--- config.mk ---
export PLATFORM = sky130hd
export DESIGN_NAME = uint256_divider
export DESIGN_NICKNAME = d
export VERILOG_FILES = /design/src/rtl/core/udiv_pkg.sv /design/src/rtl/core/udiv_datapath.sv /design/src/rtl/core/udiv_ctrl.sv /design/src/rtl/core/uint256_divider.sv
export VERILOG_INCLUDE_DIRS = /design/src /design/src/rtl/core
export SDC_FILE = /design/constraint.sdc
export NUM_CORES = 2
export LEC_CHECK = 0
export BUFFER_PORTS_ARGS = -buffer_cell sky130_fd_sc_hd__buf_2
export CAP_MARGIN = 20
export CORE_UTILIZATION = 30
export DETAILED_ROUTE_END_ITERATION = 12
export SYNTH_ARGS = -nofsm -noshare
export SYNTH_HDL_FRONTEND = slang
export SYNTH_HIERARCHICAL = 1
export SYNTH_SLANG_ARGS = --single-unit
--- constraint.sdc ---
create_clock -name clk -period 14.3 [get_ports clk]
set_input_delay 1.43 -clock clk [delete_from_list [all_inputs] [get_ports clk]]
set_output_delay 1.43 -clock clk [all_outputs]
set_load 0.03 [all_outputs]
--- src/rtl/core/uint256_divider_defines.svh ---
// Assertion macros for the 256-bit divider.
`ifndef UINT256_DIVIDER_DEFINES_SVH
`define UINT256_DIVIDER_DEFINES_SVH

`ifndef SYNTHESIS
`define UDIV_ASSERT_SAME(lbl, ante, cons, msg) \
    lbl: assert property (@(posedge clk) disable iff (!rst_n) (ante) |-> (cons)) \
        else $error(msg);
`define UDIV_ASSERT_NEXT(lbl, ante, cons, msg) \
    lbl: assert property (@(posedge clk) disable iff (!rst_n) (ante) |=> (cons)) \
        else $error(msg);
`else
`define UDIV_ASSERT_SAME(lbl, ante, cons, msg)
`define UDIV_ASSERT_NEXT(lbl, ante, cons, msg)
`endif

`endif

--- src/rtl/core/udiv_pkg.sv ---
// Shared constants and controller/datapath interface types for the divider.
`default_nettype none

package udiv_pkg;

    localparam int NUM_BITS = 256;
    localparam int LIMB_W   = 64;
    localparam int CNT_W    = $clog2(NUM_BITS);

    typedef struct packed {
        logic load;
        logic step;
        logic capture;
    } udiv_cmd_t;

    typedef struct packed {
        logic dbz;
    } udiv_sts_t;

endpackage

`default_nettype wire

--- src/rtl/core/udiv_datapath.sv ---
// Shift-and-subtract datapath: operand, partial remainder and result registers.
`default_nettype none

module udiv_datapath (
    input  wire logic                        clk,
    input  wire logic [udiv_pkg::NUM_BITS-1:0] dividend,
    input  wire logic [udiv_pkg::NUM_BITS-1:0] divisor,
    input  wire udiv_pkg::udiv_cmd_t         cmd,
    output udiv_pkg::udiv_sts_t              sts,
    output logic [udiv_pkg::NUM_BITS-1:0]    quotient,
    output logic [udiv_pkg::NUM_BITS-1:0]    remainder,
    output logic                             dbz
);

    // num_reg starts as the dividend; quotient bits fill in from the bottom
    logic [udiv_pkg::NUM_BITS-1:0] num_reg, num_next;
    logic [udiv_pkg::NUM_BITS-1:0] den_reg, den_next;
    logic [udiv_pkg::NUM_BITS-1:0] rem_reg, rem_next;
    logic                          dbz_reg, dbz_next;
    logic [udiv_pkg::NUM_BITS-1:0] quo_out_reg, quo_out_next;
    logic [udiv_pkg::NUM_BITS-1:0] rem_out_reg, rem_out_next;
    logic                          dbz_out_reg, dbz_out_next;

    logic                          over;
    logic [udiv_pkg::NUM_BITS-1:0] shifted;
    logic [udiv_pkg::NUM_BITS:0]   diff;
    logic                          fits;

    always_comb
    begin
        over    = rem_reg[udiv_pkg::NUM_BITS-1];
        shifted = {rem_reg[udiv_pkg::NUM_BITS-2:0], num_reg[udiv_pkg::NUM_BITS-1]};
        diff    = {1'b0, shifted} - {1'b0, den_reg};
        fits    = over | ~diff[udiv_pkg::NUM_BITS];

        num_next     = num_reg;
        den_next     = den_reg;
        rem_next     = rem_reg;
        dbz_next     = dbz_reg;
        quo_out_next = quo_out_reg;
        rem_out_next = rem_out_reg;
        dbz_out_next = dbz_out_reg;

        if (cmd.load)
        begin
            num_next = dividend;
            den_next = divisor;
            rem_next = '0;
            dbz_next = (divisor == '0);
        end
        else if (cmd.step)
        begin
            num_next = {num_reg[udiv_pkg::NUM_BITS-2:0], fits};
            rem_next = fits ? diff[udiv_pkg::NUM_BITS-1:0] : shifted;
        end

        if (cmd.capture)
        begin
            // zero divisor: steps were skipped, num_reg still holds the dividend
            quo_out_next = dbz_reg ? '0 : num_reg;
            rem_out_next = dbz_reg ? num_reg : rem_reg;
            dbz_out_next = dbz_reg;
        end
    end

    always_ff @(posedge clk)
    begin
        num_reg     <= num_next;
        den_reg     <= den_next;
        rem_reg     <= rem_next;
        dbz_reg     <= dbz_next;
        quo_out_reg <= quo_out_next;
        rem_out_reg <= rem_out_next;
        dbz_out_reg <= dbz_out_next;
    end

    assign sts.dbz   = dbz_reg;
    assign quotient  = quo_out_reg;
    assign remainder = rem_out_reg;
    assign dbz       = dbz_out_reg;

endmodule

`default_nettype wire

--- src/rtl/core/udiv_ctrl.sv ---
// Divider controller: request handshake, step counter and output valid.
`default_nettype none

module udiv_ctrl (
    input  wire logic                clk,
    input  wire logic                rst_n,
    input  wire logic                in_valid,
    output logic                     in_ready,
    output logic                     out_valid,
    input  wire logic                out_ready,
    input  wire udiv_pkg::udiv_sts_t sts,
    output udiv_pkg::udiv_cmd_t      cmd
);

    typedef enum logic [1:0] {
        ST_IDLE,
        ST_RUN,
        ST_DONE
    } state_t;

    state_t                     state_reg, state_next;
    logic [udiv_pkg::CNT_W-1:0] cnt_reg, cnt_next;
    logic                       out_valid_reg, out_valid_next;
    logic                       slot_free;
    logic                       last_step;

    always_comb
    begin
        slot_free = ~out_valid_reg | out_ready;
        last_step = (cnt_reg == udiv_pkg::CNT_W'(udiv_pkg::NUM_BITS - 1));

        state_next     = state_reg;
        cnt_next       = cnt_reg;
        out_valid_next = out_valid_reg;
        cmd            = '0;
        in_ready       = 1'b0;

        if (out_valid_reg && out_ready)
        begin
            out_valid_next = 1'b0;
        end

        case (state_reg)
            ST_IDLE:
            begin
                in_ready = 1'b1;
                if (in_valid)
                begin
                    cmd.load   = 1'b1;
                    cnt_next   = '0;
                    state_next = ST_RUN;
                end
            end
            ST_RUN:
            begin
                // skip the long division when the divisor is zero
                if (sts.dbz)
                begin
                    state_next = ST_DONE;
                end
                else
                begin
                    cmd.step = 1'b1;
                    cnt_next = cnt_reg + 1'b1;
                    if (last_step)
                    begin
                        state_next = ST_DONE;
                    end
                end
            end
            ST_DONE:
            begin
                // hold until the output register is free
                if (slot_free)
                begin
                    cmd.capture    = 1'b1;
                    out_valid_next = 1'b1;
                    state_next     = ST_IDLE;
                end
            end
            default:
            begin
                state_next = ST_IDLE;
            end
        endcase
    end

    always_ff @(posedge clk or negedge rst_n)
    begin
        if (!rst_n)
        begin
            state_reg     <= ST_IDLE;
            cnt_reg       <= '0;
            out_valid_reg <= 1'b0;
        end
        else
        begin
            state_reg     <= state_next;
            cnt_reg       <= cnt_next;
            out_valid_reg <= out_valid_next;
        end
    end

    assign out_valid = out_valid_reg;

endmodule

`default_nettype wire

--- src/rtl/core/uint256_divider.sv ---
// Top level of the 256-bit unsigned divider (restoring long division).
// Operands are loaded, then one quotient bit per cycle is produced through a single
// 256-bit subtract-and-compare stage, then the result is captured; a zero divisor
// skips the steps. A new request is taken only once the last one is captured, and
// a finished result waits in the output register while the next request is taken.
// Reset: rst_n asynchronous, active low; clears controller state and out_valid.
`default_nettype none
`include "uint256_divider_defines.svh"

module uint256_divider (
    input  wire logic                        clk,
    input  wire logic                        rst_n,
    input  wire logic                        in_valid,
    output logic                             in_ready,
    input  wire logic [udiv_pkg::LIMB_W-1:0] dividend_w3,
    input  wire logic [udiv_pkg::LIMB_W-1:0] dividend_w2,
    input  wire logic [udiv_pkg::LIMB_W-1:0] dividend_w1,
    input  wire logic [udiv_pkg::LIMB_W-1:0] dividend_w0,
    input  wire logic [udiv_pkg::LIMB_W-1:0] divisor_w3,
    input  wire logic [udiv_pkg::LIMB_W-1:0] divisor_w2,
    input  wire logic [udiv_pkg::LIMB_W-1:0] divisor_w1,
    input  wire logic [udiv_pkg::LIMB_W-1:0] divisor_w0,
    output logic                             out_valid,
    input  wire logic                        out_ready,
    output logic [udiv_pkg::LIMB_W-1:0]      quotient_w3,
    output logic [udiv_pkg::LIMB_W-1:0]      quotient_w2,
    output logic [udiv_pkg::LIMB_W-1:0]      quotient_w1,
    output logic [udiv_pkg::LIMB_W-1:0]      quotient_w0,
    output logic [udiv_pkg::LIMB_W-1:0]      remainder_w3,
    output logic [udiv_pkg::LIMB_W-1:0]      remainder_w2,
    output logic [udiv_pkg::LIMB_W-1:0]      remainder_w1,
    output logic [udiv_pkg::LIMB_W-1:0]      remainder_w0,
    output logic                             divide_by_zero
);

    udiv_pkg::udiv_cmd_t           cmd;
    udiv_pkg::udiv_sts_t           sts;
    logic [udiv_pkg::NUM_BITS-1:0] dividend;
    logic [udiv_pkg::NUM_BITS-1:0] divisor;
    logic [udiv_pkg::NUM_BITS-1:0] quotient;
    logic [udiv_pkg::NUM_BITS-1:0] remainder;

    assign dividend = {dividend_w3, dividend_w2, dividend_w1, dividend_w0};
    assign divisor  = {divisor_w3, divisor_w2, divisor_w1, divisor_w0};

    udiv_ctrl u_ctrl (
        .clk       (clk),
        .rst_n     (rst_n),
        .in_valid  (in_valid),
        .in_ready  (in_ready),
        .out_valid (out_valid),
        .out_ready (out_ready),
        .sts       (sts),
        .cmd       (cmd)
    );

    udiv_datapath u_datapath (
        .clk       (clk),
        .dividend  (dividend),
        .divisor   (divisor),
        .cmd       (cmd),
        .sts       (sts),
        .quotient  (quotient),
        .remainder (remainder),
        .dbz       (divide_by_zero)
    );

    assign quotient_w3  = quotient[4*udiv_pkg::LIMB_W-1:3*udiv_pkg::LIMB_W];
    assign quotient_w2  = quotient[3*udiv_pkg::LIMB_W-1:2*udiv_pkg::LIMB_W];
    assign quotient_w1  = quotient[2*udiv_pkg::LIMB_W-1:udiv_pkg::LIMB_W];
    assign quotient_w0  = quotient[udiv_pkg::LIMB_W-1:0];
    assign remainder_w3 = remainder[4*udiv_pkg::LIMB_W-1:3*udiv_pkg::LIMB_W];
    assign remainder_w2 = remainder[3*udiv_pkg::LIMB_W-1:2*udiv_pkg::LIMB_W];
    assign remainder_w1 = remainder[2*udiv_pkg::LIMB_W-1:udiv_pkg::LIMB_W];
    assign remainder_w0 = remainder[udiv_pkg::LIMB_W-1:0];

    `UDIV_ASSERT_SAME(a_dbz_zero_quotient, out_valid && divide_by_zero,
                      quotient == '0, "divide by zero with nonzero quotient")
    `UDIV_ASSERT_NEXT(a_busy_after_accept, in_valid && in_ready, !in_ready,
                      "request taken while busy")
    `UDIV_ASSERT_NEXT(a_capture_sets_valid, cmd.capture, out_valid,
                      "captured result not presented")
    `UDIV_ASSERT_SAME(a_no_step_on_load, cmd.load, !cmd.step && !cmd.capture,
                      "conflicting datapath commands")

endmodule

`default_nettype wire
# Yosys cells after proc, flatten, opt, wreduce, memory -nomap -nowiden
# Index checks and enable logic that the tools add are counted.
# totals
memories	0
ff_bits	1293
in_bits	516
ramBits	0
latch_bits	0
output_inout_bits	515
rom_bits	0
# op_classes
n_reduce_logical	7
n_eq_ne	7
mux	22
add_sub_neg	2
div	0
multipliers	0
shifts	0
bitwise_logic	4
magnitude_cmp	0
# ops
cell	count
$mux 256	4
$sub 256x256->257	1
$logic_not 256->1	1
$mux 8	2
$pmux 8 s2	1
$mux 1	10
$add 8x1->8 const B	1
$eq 8x8->1 const B	1
$mux 2	4
$pmux 2 s3	1
$reduce_and 3->1	2
$ne 2x2->1 const B	2
$reduce_bool 2->1	2
$ne 3x1->1 const B	1
$eq 2x1->1 const B	1
$eq 2x2->1 const B	1
$logic_not 2->1	1
$ne 2x1->1 const B	1
$not 1->1	2
$or 1x1->1	2
$logic_and 1x1->1	1

# Logic depth before layout (Yosys ltp)
# logic_depth
depth_word	5
mapped_depth	19

# Modules after synthesis
# The synthesis kept the hierarchy.
# modules_own_cells
module	area_per_inst_um2	instances	cells_per_inst
udiv_datapath	70266.1	1	6748
udiv_ctrl	559.3	1	58

# Least setup slack after synthesis
# No wires, ideal clock.
# synth_timing
path_kind	input-to-reg
start	input port out_ready
end	register u_datapath.dbz_out_reg (netlist: u_datapath/dbz) (enable)
stages	2
setup_slack_ps	126
arrival_time_ps	13227
setup_time_ps	947
path_cell_list	nand2b_1 > and3_1
# synth_lines
element	line_no	rtl
start, declared	uint256_divider.sv:24	input wire logic out_ready,
end signal, assigned	udiv_datapath.sv:74	dbz_out_reg <= dbz_out_next;
end, declared	udiv_datapath.sv:22	logic dbz_out_reg, dbz_out_next;

# Final worst setup path
# layout_timing
start	register u_datapath/num_reg[255] in the netlist's numbering
end	register u_datapath/rem_reg[45] in the netlist's numbering
# layout_between
elab_chain_len	4
# layout_lines
element	line_no	rtl
start, declared	udiv_datapath.sv:16	logic [udiv_pkg::NUM_BITS-1:0] num_reg, num_next;
start signal, assigned	udiv_datapath.sv:68	num_reg <= num_next;
$sub 256x256->257 (*)	udiv_datapath.sv:33	diff = {1'b0, shifted} - {1'b0, den_reg};
$not 1->1	udiv_datapath.sv:34	fits = over | ~diff[udiv_pkg::NUM_BITS];
$or 1x1->1	udiv_datapath.sv:34	
$mux 256 (*)	udiv_datapath.sv:54	rem_next = fits ? diff[udiv_pkg::NUM_BITS-1:0] : shifted;
end signal, assigned	udiv_datapath.sv:70	rem_reg <= rem_next;
end, declared	udiv_datapath.sv:18	logic [udiv_pkg::NUM_BITS-1:0] rem_reg, rem_next;
# Every way passes the cells marked *; elsewhere a longest branch is shown, timed or not.
# A chain may end at the register's enable or synchronous reset.

==> qor.yml <==
floorplanning:
  core_area_mm2: 0.235
  dieArea_mm2: 0.238
  io_pins: 1031
  die_w_um: 488
  start_util: 0.301
  die_h_um: 488
  rows: 178
drt:
  wl_met1_um: 123000
  wl_per_cell_um: 26.2
  vias: 58424
  drt_wl_total_um: 288000
  postRouteAntennaNets: 0
  drc: 0
  viasPerCell: 5.32
  dr.pass1.iters: 6
  drt_iter0_drc: 5292
  wl_met3_um: 20500
  wl_met2_um: 134000
  routed.top_layer: "met5"
sta:
  clock.fmax_ghz: 0.150
  report.final.slew_viol_count: 0
  worst_slew_pin_slew_ns: 1.31
  post-route-period-util: 0.466
  fin_worst_skew_ns: 0.0924
  fin_hold_ws_ns: 0.473
  min_period_ns: 6.67
  finalSetupViolations: 0
  rsz0062_at_grt: "false"
  fin_tns_setup_ns: 0
  slew-limit-headroom: 0.125
  finalHoldViolCount: 0
worst_setup_path:
  cp-end-kind: "flip-flop"
  cp.arrival_ns: 7.35
  rr_worst_depth: 19
  critical_path_class: "flip-flop to flip-flop"
  cp_max_fo: 81
  start_kind: "flip-flop"
  required_ns: 14.98
pwr:
  power_leakage_nw: 31.9
  netSwitchingFraction: 0.445
  power_frac_seq: 0.335
  p_clk_frac: 0.193
  combPwrFrac: 0.471
  p_int_w: 0.0112
  power_density_mw_per_mm2: 240
  p_switching_w: 0.00898
  irDropWorstVdd_v: 0.000148
logic_synthesis:
  ys_types: 102
  synthTopCellsByArea: "edfxtp_1, mux2_2, dfxtp_1"
  syn_area_mm2: 0.0708
  synth_ff_type: "edfxtp_1"
  synth_warnings: 6
  syn_inst: 6806
  avgSynthCellArea_um2: 10.4
  ys_async_sr_fraction: 0.00851
  yosysTopAreaCell: "edfxtp_1"
  ys_seq_area_frac: 0.511
  yosysTopAreaCellShare: 0.435
  synth-edff-count: 1026
  syn-num-nets: 7580
  synth-seq-cells: 1293
placement:
  dp_cells: 10672
  hpwl_um: 226000
  io_buffers: 1030
  place_congestion: 0.960
global_routing:
  grt_max_degree: 155
  antenna_found_initial: 88
  grt_pass1_vias: 56162
  overflow: 0
  grt_pass1_wl_um: 404000
  track_usage: 0.233
finish:
  multi_input_area_mm2: 0.0317
  fin_util: 0.358
  seq_area_mm2: 0.0362
  area_delta_synth_final_pct: 18.7
  fin_cells: 10983
  nFillCells: 23638
  drive_gt1_frac: 0.247
  finalNetCount: 8446
clock_network:
  clk_pin_slew_ns: 0.06
  post_cts_resized: 0
  clock-root-buffer: "clkbuf_16"
  clk_latency_ns: 0.87
  numCtsBuffers: 147
  cts_tree: "done"
  postCtsHoldBufs: 0
  htree_levels: 4
  cts_sinks: 1293
  postCtsSetupRepairBufs: 0
  cts.path.max_buffers: 3
flow_run:
  maxCapViolCount: 0
outcome:
  status: "complete, no violations"
hold_path:
  hold_class: "input port to asynchronous set/reset pin"
-- through the flow --
stage | power, W | instance area [um2] | setup slack, ns
floorplan | 0.0131 | 70800 | 0.126
global placement | 0.0161 | 79000 | 7.85
detailed placement | 0.0162 | 79000 | 7.75
CTS | 0.0202 | 84000 | 7.70
global route | 0.0213 | 84000 | 7.31
finish | 0.0202 | 84100 | 7.63
-- per-layer routing --
metal / track usage / vias to the layer above
li1: - / 26815
met4: 0.0836 / 32
met2: 0.378 / 2398
met3: 0.0492 / 462
met1: 0.304 / 28717
met5: 0 / -
-- path summary, 6_finish.rpt --
path / startpoint / end / slack (ns)
worst max-delay path: u_datapath/num_reg[255]$_DFFE_PP_ / u_datapath/rem_reg[45]$_SDFFE_PP0P_ / 7.63
worst min-delay path: rst_n / u_ctrl/cnt_reg[7]$_DFFE_PN0P_ / 0.47
worst max register to register: u_datapath/num_reg[255]$_DFFE_PP_ / u_datapath/rem_reg[45]$_SDFFE_PP0P_ / 7.63
worst min register to register: u_datapath/rem_reg[234]$_SDFFE_PP0P_ / u_datapath/rem_reg[234]$_SDFFE_PP0P_ / 0.51
max in group asynchronous: rst_n / u_ctrl/cnt_reg[1]$_DFFE_PN0P_ / 13.62
min in group clk: u_datapath/rem_reg[234]$_SDFFE_PP0P_ / u_datapath/rem_reg[234]$_SDFFE_PP0P_ / 0.51
-- placed cells by master, fill, tap and decap left out, types with 22 or more instances in the layout --
| cell type | netlist | layout |
|---|---|---|
| buf_2 | 69 | 1031 |
| o21bai_1 | 110 | 110 |
| a31oi_1 | 30 | 30 |
| nand3_1 | 68 | 68 |
| clkinv_2 | 0 | 22 |
| nand2_1 | 624 | 624 |
| clkbuf_16 | 0 | 148 |
| a22oi_1 | 34 | 34 |
| a311oi_1 | 101 | 101 |
| o31ai_1 | 24 | 22 |
| mux2_2 | 515 | 515 |
| diode_2 | 0 | 41 |
| xor2_1 | 81 | 81 |
| dfxtp_1 | 256 | 256 |
| nor2b_1 | 267 | 267 |
| a211oi_1 | 78 | 78 |
| or2_2 | 22 | 22 |
| edfxtp_1 | 1026 | 1026 |
| ha_1 | 257 | 257 |
| a21oi_1 | 582 | 582 |
| buf_4 | 13 | 73 |
| clkinv_1 | 0 | 27 |
| mux2i_1 | 22 | 22 |
| nand4_1 | 195 | 195 |
| nor2_1 | 564 | 561 |
| nor4_1 | 107 | 102 |
| or3_1 | 25 | 25 |
| a21o_1 | 94 | 94 |
| inv_1 | 363 | 360 |
| clkbuf_1 | 303 | 26 |
| xnor2_1 | 145 | 145 |
| o21a_1 | 39 | 39 |
| o21ai_0 | 406 | 406 |
| nor3_1 | 71 | 71 |
-- cell families after synthesis --
group	after synthesis	synth area share
mux	539	0.0853
buf+inv	755	0.0420
simple gates	2054	0.139
compound gates	1681	0.149
fa+ha+maj	258	0.0457
flops	1293	0.511
xor+xnor	226	0.0279
-- synthesized netlist by cell type (all sizes together), types with 23 or more instances --
cell / instances
clkbuf: 307
nand3: 68
or2: 26
nor2: 566
a21boi: 23
or3: 25
a21oi: 586
a31oi: 31
o21bai: 110
ha: 257
nor2b: 267
a311oi: 101
xor2: 81
nand4: 199
o21a: 39
inv: 363
nor4: 107
dfxtp: 256
xnor2: 145
buf: 85
a211oi: 79
a22oi: 34
o21ai: 416
o31ai: 29
edfxtp: 1026
mux2: 517
nand2: 624
nor3: 72
a21o: 94
-- critical path: stages (launching register included) --
cell,delay [ns]
edfxtp_1,0.43
inv_1,0.11
ha_1,0.19
fa_1,0.21
and2b_1,0.22
o2111ai_1,0.32
a21oi_2,0.15
a2111oi_4,0.57
o21ba_2,0.34
o41ai_4,0.17
a21oi_4,0.48
nor2_4,0.07
a31oi_4,0.45
o31a_2,0.23
buf_4,0.33
buf_4,0.79
buf_4,0.76
nor2_1,0.14
a21oi_1,0.19
a211oi_1,0.11
-- layout make-up --
cell class              instances  share of cell area
repair buffers               1109              0.0690
clock buffers                 179              0.0460
well taps                    3150              0.0469
multi-input cells            4758               0.377
clock inverters                90              0.0126
diodes                         41             0.00122
flip-flops and latches       1293               0.431
inverters                     363              0.0165
-- power by group through the flow --
stage                     clock network [W]  registers [W]  logic, W
after floorplan                           0        0.00714   0.00600
after global routing                0.00413        0.00689    0.0102
after detailed placement                  0        0.00684   0.00934
after CTS                           0.00400        0.00678   0.00941
final                               0.00390        0.00676   0.00950
after global placement                    0        0.00681   0.00932
(Power assumes the default switching activity.)
